[config.mk]
export PLATFORM = sky130hd
export DESIGN_NAME = positional_insert_erase_list_unit
export DESIGN_NICKNAME = d
export VERILOG_FILES = /design/src/pie_pkg.sv /design/src/pie_cell.sv /design/src/positional_insert_erase_list_unit.sv
export SDC_FILE = /design/constraint.sdc
export NUM_CORES = 2
export LEC_CHECK = 0
export BUFFER_PORTS_ARGS = -buffer_cell sky130_fd_sc_hd__buf_2
export CAP_MARGIN = 25
export CORE_MARGIN = 4
export CORE_UTILIZATION = 57
export DETAILED_ROUTE_END_ITERATION = 8
export HOLD_SLACK_MARGIN = 0.15
export PLACE_DENSITY_LB_ADDON = 0.15
export SLEW_MARGIN = 10
export SYNTH_ARGS = -nofsm -noshare
export SYNTH_HDL_FRONTEND = slang
export SYNTH_HIERARCHICAL = 1
export SYNTH_SLANG_ARGS = --single-unit
[constraint.sdc]
create_clock -name aclk -period 8.6 [get_ports aclk]
set_input_delay 1.29 -clock aclk [delete_from_list [all_inputs] [get_ports aclk]]
set_output_delay 1.29 -clock aclk [all_outputs]
set_load 0.05 [all_outputs]
[src/pie_pkg.sv]
`timescale 1ns / 1ps
`default_nettype none
// ----------------------------------------------------------------------------
// pie_pkg: shared definitions for the positional insert/erase list
// Field widths, operation and status codes, and the control group that the
// list controller broadcasts to every storage cell.
// ----------------------------------------------------------------------------
package pie_pkg;

    localparam int DATA_W       = 32;
    localparam int POS_W        = 5;
    localparam int OP_W         = 2;
    localparam int ST_W         = 2;
    localparam int CNT_OUT_W    = 5;
    localparam int DEF_CAPACITY = 16;

    // Operation codes carried on the input channel.
    localparam logic [OP_W-1:0] OP_INSERT = 2'd0;
    localparam logic [OP_W-1:0] OP_ERASE  = 2'd1;
    localparam logic [OP_W-1:0] OP_DUMP   = 2'd2;

    // Status codes reported with every result.
    localparam logic [ST_W-1:0] ST_DONE    = 2'd0;
    localparam logic [ST_W-1:0] ST_FULL    = 2'd1;
    localparam logic [ST_W-1:0] ST_BAD_POS = 2'd2;

    // Commands broadcast to the cell chain.
    localparam logic [1:0] CMD_HOLD   = 2'd0;
    localparam logic [1:0] CMD_INSERT = 2'd1;
    localparam logic [1:0] CMD_ERASE  = 2'd2;
    localparam logic [1:0] CMD_ROTATE = 2'd3;

    typedef struct packed {
        logic [1:0]        cmd;
        logic [DATA_W-1:0] value;  // new entry for an insert
        logic [DATA_W-1:0] head;   // entry of cell 0, wrapped to the tail on rotate
    } cell_ctrl_t;

endpackage
`default_nettype wire

[src/pie_cell.sv]
`timescale 1ns / 1ps
`default_nettype none
// ----------------------------------------------------------------------------
// pie_cell: one storage cell of the list chain
// Holds a single entry and, on each command, keeps it, takes the entry of a
// neighbor, takes the new value or takes the wrapped head entry.
// ----------------------------------------------------------------------------
module pie_cell #(
    parameter int IDX = 0,
    parameter int IW  = 5
) (
    input  wire                        aclk,
    input  wire pie_pkg::cell_ctrl_t   ctrl,
    input  wire  [IW-1:0]              pos,
    input  wire  [IW-1:0]              cnt,
    input  wire  [pie_pkg::DATA_W-1:0] prev_data,
    input  wire  [pie_pkg::DATA_W-1:0] next_data,
    output logic [pie_pkg::DATA_W-1:0] data
);
    import pie_pkg::*;

    localparam logic [IW-1:0] IDX_V  = IW'(IDX);
    localparam logic [IW-1:0] IDX_P1 = IW'(IDX + 1);

    logic [DATA_W-1:0] data_reg;
    logic [DATA_W-1:0] data_next;

    always_comb begin
        data_next = data_reg;
        case (ctrl.cmd)
            CMD_INSERT: begin
                if (IDX_V == pos) begin
                    data_next = ctrl.value;
                end else if (IDX_V > pos) begin
                    data_next = prev_data;
                end
            end
            CMD_ERASE: begin
                if (IDX_V >= pos) begin
                    data_next = next_data;
                end
            end
            CMD_ROTATE: begin
                // The cell at the tail of the used region takes the old head.
                if (IDX_P1 == cnt) begin
                    data_next = ctrl.head;
                end else if (IDX_P1 < cnt) begin
                    data_next = next_data;
                end
            end
            default: begin
                data_next = data_reg;
            end
        endcase
    end

    always_ff @(posedge aclk) begin
        data_reg <= data_next;
    end

    assign data = data_reg;

endmodule
`default_nettype wire

[src/positional_insert_erase_list_unit.sv]
`timescale 1ns / 1ps
`default_nettype none
// ----------------------------------------------------------------------------
// positional_insert_erase_list_unit: ordered list with positional edits
// Keeps up to LIST_CAPACITY signed entries in a chain of shifting cells.
// ----------------------------------------------------------------------------
// Usage:
//   The s_ channel takes one command item: s_tuser is the operation (insert,
//   erase, dump), s_tdata carries the position and the value to insert.
//   The m_ channel returns result items: status and element-valid flag in
//   m_tuser, element and entry count in m_tdata, and m_tlast on the final
//   result of each command.
//   Insert and erase shift the whole cell chain at the accepting edge and
//   register their one result at that edge, so they run at one
//   item per cycle while the receiver keeps up.
//   A dump of N entries holds the input until it ends: the accepting edge only
//   enters the dump state, then one entry per cycle leaves while the receiver
//   keeps up, as the chain rotates its used region toward cell 0; it is back in
//   order when the last entry leaves. No input item is taken during a dump.
//   A stalled receiver holds the output register; the chain and the dump
//   counter wait with it. Reset empties the list and drops any pending
//   result; entry storage itself is not cleared.
// ----------------------------------------------------------------------------
module positional_insert_erase_list_unit #(
    parameter int LIST_CAPACITY = pie_pkg::DEF_CAPACITY
) (
    input  wire         aclk,
    input  wire         aresetn,
    input  wire         s_tvalid,
    output logic        s_tready,
    input  wire  [39:0] s_tdata,   // [4:0] position, [36:5] item_value, rest zero
    input  wire  [1:0]  s_tuser,   // [1:0] operation
    output logic        m_tvalid,
    input  wire         m_tready,
    output logic [39:0] m_tdata,   // [31:0] element, [36:32] entry_count, rest zero
    output logic [2:0]  m_tuser,   // [1:0] status, [2] element_valid
    output logic        m_tlast
);
    import pie_pkg::*;

    localparam int CW = $clog2(LIST_CAPACITY + 1);
    localparam int IW = (CW > POS_W) ? CW : POS_W;
    localparam logic [CW-1:0] CAP_V = CW'(LIST_CAPACITY);

    localparam logic S_IDLE = 1'b0;
    localparam logic S_DUMP = 1'b1;

    logic              state_reg,      state_next;
    logic [CW-1:0]     count_reg,      count_next;
    logic [CW-1:0]     dump_idx_reg,   dump_idx_next;
    logic              out_valid_reg,  out_valid_next;
    logic [ST_W-1:0]   out_status_reg, out_status_next;
    logic [DATA_W-1:0] out_elem_reg,   out_elem_next;
    logic              out_evalid_reg, out_evalid_next;
    logic              out_last_reg,   out_last_next;
    logic [CNT_OUT_W-1:0] out_count_reg, out_count_next;

    logic [OP_W-1:0]   in_op;
    logic [POS_W-1:0]  in_pos;
    logic [DATA_W-1:0] in_value;
    logic [IW-1:0]     pos_ext;
    logic [IW-1:0]     cnt_ext;
    logic              out_free;
    logic              in_fire;
    logic              dump_last;
    cell_ctrl_t        ctrl;
    logic [DATA_W-1:0] cell_data [LIST_CAPACITY];

    assign in_op    = s_tuser;
    assign in_pos   = s_tdata[POS_W-1:0];
    assign in_value = s_tdata[POS_W+DATA_W-1:POS_W];
    assign pos_ext  = IW'(in_pos);
    assign cnt_ext  = IW'(count_reg);

    assign out_free  = !out_valid_reg || m_tready;
    assign s_tready  = (state_reg == S_IDLE) && out_free;
    assign in_fire   = s_tvalid && s_tready;
    assign dump_last = (CW'(dump_idx_reg + 1'b1) == count_reg);

    always_comb begin
        state_next      = state_reg;
        count_next      = count_reg;
        dump_idx_next   = dump_idx_reg;
        out_valid_next  = out_valid_reg && !m_tready;
        out_status_next = out_status_reg;
        out_elem_next   = out_elem_reg;
        out_evalid_next = out_evalid_reg;
        out_last_next   = out_last_reg;
        out_count_next  = out_count_reg;
        ctrl.cmd        = CMD_HOLD;
        ctrl.value      = in_value;
        ctrl.head       = cell_data[0];

        case (state_reg)
            S_IDLE: begin
                if (in_fire) begin
                    out_valid_next  = 1'b1;
                    out_status_next = ST_DONE;
                    out_elem_next   = '0;
                    out_evalid_next = 1'b0;
                    out_last_next   = 1'b1;
                    case (in_op)
                        OP_INSERT: begin
                            // Fullness takes precedence over a bad position.
                            if (count_reg == CAP_V) begin
                                out_status_next = ST_FULL;
                            end else if (pos_ext > cnt_ext) begin
                                out_status_next = ST_BAD_POS;
                            end else begin
                                ctrl.cmd   = CMD_INSERT;
                                count_next = CW'(count_reg + 1'b1);
                            end
                        end
                        OP_ERASE: begin
                            if (pos_ext >= cnt_ext) begin
                                out_status_next = ST_BAD_POS;
                            end else begin
                                ctrl.cmd   = CMD_ERASE;
                                count_next = CW'(count_reg - 1'b1);
                            end
                        end
                        OP_DUMP: begin
                            if (count_reg != '0) begin
                                out_valid_next = 1'b0;
                                dump_idx_next  = '0;
                                state_next     = S_DUMP;
                            end
                        end
                        default: begin
                            out_status_next = ST_DONE;
                        end
                    endcase
                    out_count_next = CNT_OUT_W'(count_next);
                end
            end
            S_DUMP: begin
                if (out_free) begin
                    ctrl.cmd        = CMD_ROTATE;
                    out_valid_next  = 1'b1;
                    out_status_next = ST_DONE;
                    out_elem_next   = cell_data[0];
                    out_evalid_next = 1'b1;
                    out_last_next   = dump_last;
                    out_count_next  = CNT_OUT_W'(count_reg);
                    dump_idx_next   = CW'(dump_idx_reg + 1'b1);
                    if (dump_last) begin
                        state_next = S_IDLE;
                    end
                end
            end
            default: begin
                state_next = S_IDLE;
            end
        endcase
    end

    always_ff @(posedge aclk) begin
        if (!aresetn) begin
            state_reg     <= S_IDLE;
            count_reg     <= '0;
            dump_idx_reg  <= '0;
            out_valid_reg <= 1'b0;
        end else begin
            state_reg     <= state_next;
            count_reg     <= count_next;
            dump_idx_reg  <= dump_idx_next;
            out_valid_reg <= out_valid_next;
        end
    end

    always_ff @(posedge aclk) begin
        out_status_reg <= out_status_next;
        out_elem_reg   <= out_elem_next;
        out_evalid_reg <= out_evalid_next;
        out_last_reg   <= out_last_next;
        out_count_reg  <= out_count_next;
    end

    // Cell chain: each cell sees its lower and upper neighbor.
    for (genvar i = 0; i < LIST_CAPACITY; i++) begin : g_cell
        logic [DATA_W-1:0] prev_d;
        logic [DATA_W-1:0] next_d;
        if (i == 0) begin : g_first
            assign prev_d = '0;
        end else begin : g_mid_lo
            assign prev_d = cell_data[i-1];
        end
        if (i == LIST_CAPACITY - 1) begin : g_last
            assign next_d = '0;
        end else begin : g_mid_hi
            assign next_d = cell_data[i+1];
        end
        pie_cell #(
            .IDX (i),
            .IW  (IW)
        ) u_cell (
            .aclk      (aclk),
            .ctrl      (ctrl),
            .pos       (pos_ext),
            .cnt       (cnt_ext),
            .prev_data (prev_d),
            .next_data (next_d),
            .data      (cell_data[i])
        );
    end

    assign m_tvalid = out_valid_reg;
    assign m_tlast  = out_last_reg;
    assign m_tuser  = {out_evalid_reg, out_status_reg};
    assign m_tdata  = {3'b000, out_count_reg, out_elem_reg};

    // The count never runs past the capacity.
    a_count_bound: assert property (@(posedge aclk) disable iff (!aresetn)
        count_reg <= CAP_V)
        else $error("entry count exceeds capacity");

    // While a dump streams out, no new command may enter.
    a_dump_blocks_input: assert property (@(posedge aclk) disable iff (!aresetn)
        (state_reg == S_DUMP) |-> !s_tready)
        else $error("input taken during dump");

    // An insert into a full list is refused and leaves the count alone.
    a_full_refused: assert property (@(posedge aclk) disable iff (!aresetn)
        (in_fire && (in_op == OP_INSERT) && (count_reg == CAP_V)) |=>
        (m_tvalid && (out_status_reg == ST_FULL) && $stable(count_reg)))
        else $error("insert into full list not refused");

    // A dump ends with the last entry flagged and the count unchanged.
    a_dump_end: assert property (@(posedge aclk) disable iff (!aresetn)
        ((state_reg == S_DUMP) && out_free && dump_last) |=>
        (m_tvalid && m_tlast && (state_reg == S_IDLE) && $stable(count_reg)))
        else $error("dump did not end cleanly");

endmodule
`default_nettype wire

==> results_dict.tcl <==
set metrics [dict create \
    cts_buffer_depth 3 \
    fp.dieArea_sq_um 81380 \
    drt_iter0_drc 6395 \
    clock_latency_ps 630 \
    hold_path_class "flop to flop" \
    final_area_sq_um 46500 \
    irDropWorstVdd_uv 160.9 \
    async_reset_ff_share_pct 0 \
    port_buffers 85 \
    place_area_sq_um 44300 \
    viasPerCell 7.582 \
    placed_cells 4996 \
    crit_type "input pin to flop" \
    htreeDepth 3 \
    p_int_mw 5.191 \
    max_freq_ghz 0.1937 \
    final_cell_mix "edfxtp_1, nor4_1, a21oi_1" \
    final_nets 4098 \
    synthFlopType "edfxtp_1" \
    hold_viol 0 \
    p_comb_share_pct 18.8 \
    worst-path-max-fanout 226 \
    dp.final_hpwl_mm 103.2 \
    crit_required_ps 8920 \
    antenna_found_initial 8 \
    yosysTopAreaCell "edfxtp_1" \
    fin_cells 5127 \
    routed_wl_mm 171.3 \
    die_h_um 285.3 \
    rsz0062_at_grt "false" \
    hold_slack_ps 484.3 \
    cp_slowest_cell "buf_12" \
    cpPeakStageDelay_ps 670 \
    clkSlewWorstSetupHoldPaths_ps 60 \
    cts_tree "done" \
    yosys_warnings 6 \
    final_common_cell "edfxtp_1" \
    yosys.area.top_type_share_pct 37.89 \
    synthToLayoutAreaGrowth_pct 6.119 \
    startpoint_type "input pin" \
    core_sq_um 76080 \
    synthTopCellsByArea "edfxtp_1, nor4b_2, a211oi_1, mux2i_1, nor4_1" \
    synth-seq-area-share_pct 38.44 \
    synth-edff-count 553 \
    largest_reg_flops 512 \
    start_util_pct 57.60 \
    swShare_pct 30.71 \
    grt_max_degree 271 \
    fin_crit_ps 5163 \
    cts_buffers 69 \
    netlist_area_sq_um 43820 \
    drive_above_1_share_pct 18.74 \
    cellLeakagePower_nw 13.05 \
    grt_overflow 0 \
    worstPathArrival_ps 5480 \
    pwr-share-seq_pct 43.3 \
    syn_inst 4240 \
    clock_sinks 565 \
    ys_ff_latch 565 \
    clkPwrFrac_pct 37.9 \
    drv_cap 0 \
    core.rowCount 101 \
    post-cts-setup-buffer-count 0 \
    fillers 6364 \
    grt_usage_pct 40.32 \
    cts_resized 0 \
    grt_pass1_vias 36390 \
    wl_per_cell_um 33.42 \
    finalSetupViolCount 0 \
    die_x_um 285.3 \
    synth_area_per_cell_sq_um 10.34 \
    place_congestion 0.9584 \
    min_period_over_period_pct 60.04 \
    crit_path_end_kind "flop" \
    drc 0 \
    grt_pass1_wl_mm 248.3 \
    crit_chain "buf_6 -> ha_1 -> a21oi_1 -> o221a_2 -> nand2_1 -> o31ai_4 -> buf_4 -> buf_4 -> buf_12 -> or2b_2 -> a21oi_1 -> a2111oi_2" \
    cts_hold_buf 0 \
    final_antenna_net_count 0 \
    cellPowerDensity_nw_per_um2 161.1 \
    yosysUniqueCellTypes 100 \
    dr.pass1.iters 6 \
    skew_ps 33.93 \
    dr_total_vias 38880 \
    drv_slew 0 \
    cts_root_buf "clkbuf_16" \
    p_sw_mw 2.301 \
    tns_ps 0 \
    slew-limit-headroom_pct 16.49 \
    status "finished, final reports clean" \
    ios 92 \
    worst_slew_pin_slew_ps 1253 \
]
[routing by layer]
| metal | part of all wire (%) | GRT usage (%) | up-vias |
|---|---|---|---|
| met5 | 0.033 | 0 | - |
| met1 | 37 | 52.72 | 18780 |
| met3 | 13 | 11.61 | 656 |
| li1 | - | - | 16560 |
| met2 | 42 | 58.03 | 2877 |
| met4 | 8.3 | 26.93 | 8 |
[through the flow]
step                      util, %  total power [mW]  setup slack [ps]
after detailed placement    58.23             4.653              2957
final                       61.13             7.492              3437
after floorplan                 -             4.250             786.2
after CTS                   60.94             7.454              3598
after global placement      57.96             4.626              2878
after global routing        61.11             7.692              3219
[logic make-up (layout without fill, tap and decap cells)]
| kind of cell | after synthesis | after routing | synth area share [%] |
|---|---|---|---|
| xor+xnor | 12 | 12 | 0.2399 |
| compound gates | 1161 | 1161 | 19.33 |
| buf+inv | 597 | 384 | 7.384 |
| fa+ha+maj | 8 | 8 | 0.2284 |
| mux | 224 | 224 | 5.116 |
| other cells | 1 | 71 | 0.008557 |
| flops | 565 | 565 | 38.44 |
| simple gates | 1672 | 1672 | 29.25 |
[power groups by stage]
stage | clock [mW] | combinational, mW | sequential (mW)
2_1_floorplan | 0 | 0.912 | 3.34
3_3_place_gp | 0 | 1.33 | 3.30
3_5_place_dp | 0 | 1.36 | 3.29
4_1_cts | 2.85 | 1.36 | 3.24
5_1_grt | 2.97 | 1.48 | 3.25
6_report | 2.84 | 1.41 | 3.24
[cell type report]
| cell class | instances | area [sq um] | area share (%) |
|---|---|---|---|
| clock inverters | 29 | 211.5 | 0.4547 |
| multi-input cells | 3144 | 24300 | 52.25 |
| clock buffers | 91 | 1852 | 3.982 |
| repair buffers | 232 | 1869 | 4.020 |
| flip-flops and latches | 565 | 16850 | 36.24 |
| diodes | 4 | 10.01 | 0.02152 |
| inverters | 32 | 120.1 | 0.2583 |
| well taps | 1030 | 1289 | 2.771 |
[worst max-delay path, delay by kind of cell]
family	cells	cell delay (ps)
buffers and inverters	4	1840
AO/OA/AOI/OAI	5	1270
AND/OR/NAND/NOR	2	480
adder cells (fa/ha/maj)	1	360
[worst paths after layout]
kind | endpoint | cells past startpoint | from | slack [ps]
worst min-delay path | dump_idx_reg[4] | 1 | dump_idx_reg[4] | 480
worst min register to register | dump_idx_reg[4] | 1 | dump_idx_reg[4] | 480
worst max register to register | g_cell[7].u_cell/data[25] | 12 | cnt_ext[4] | 3500
worst max-delay path | g_cell[7].u_cell/data[25] | 12 | s_tdata[4] | 3440
[synth_stat cells, drive strengths merged (76+ instances only)]
| master | number |
|---|---|
| nor3 | 76 |
| o21ai | 133 |
| buf | 266 |
| nor2 | 179 |
| a211oi | 325 |
| nor4b | 439 |
| a2111oi | 111 |
| nand2b | 337 |
| mux2i | 224 |
| a21oi | 351 |
| edfxtp | 553 |
| nor4 | 362 |
| clkbuf | 295 |
Note: power is estimated with default switching activity, not from simulation.
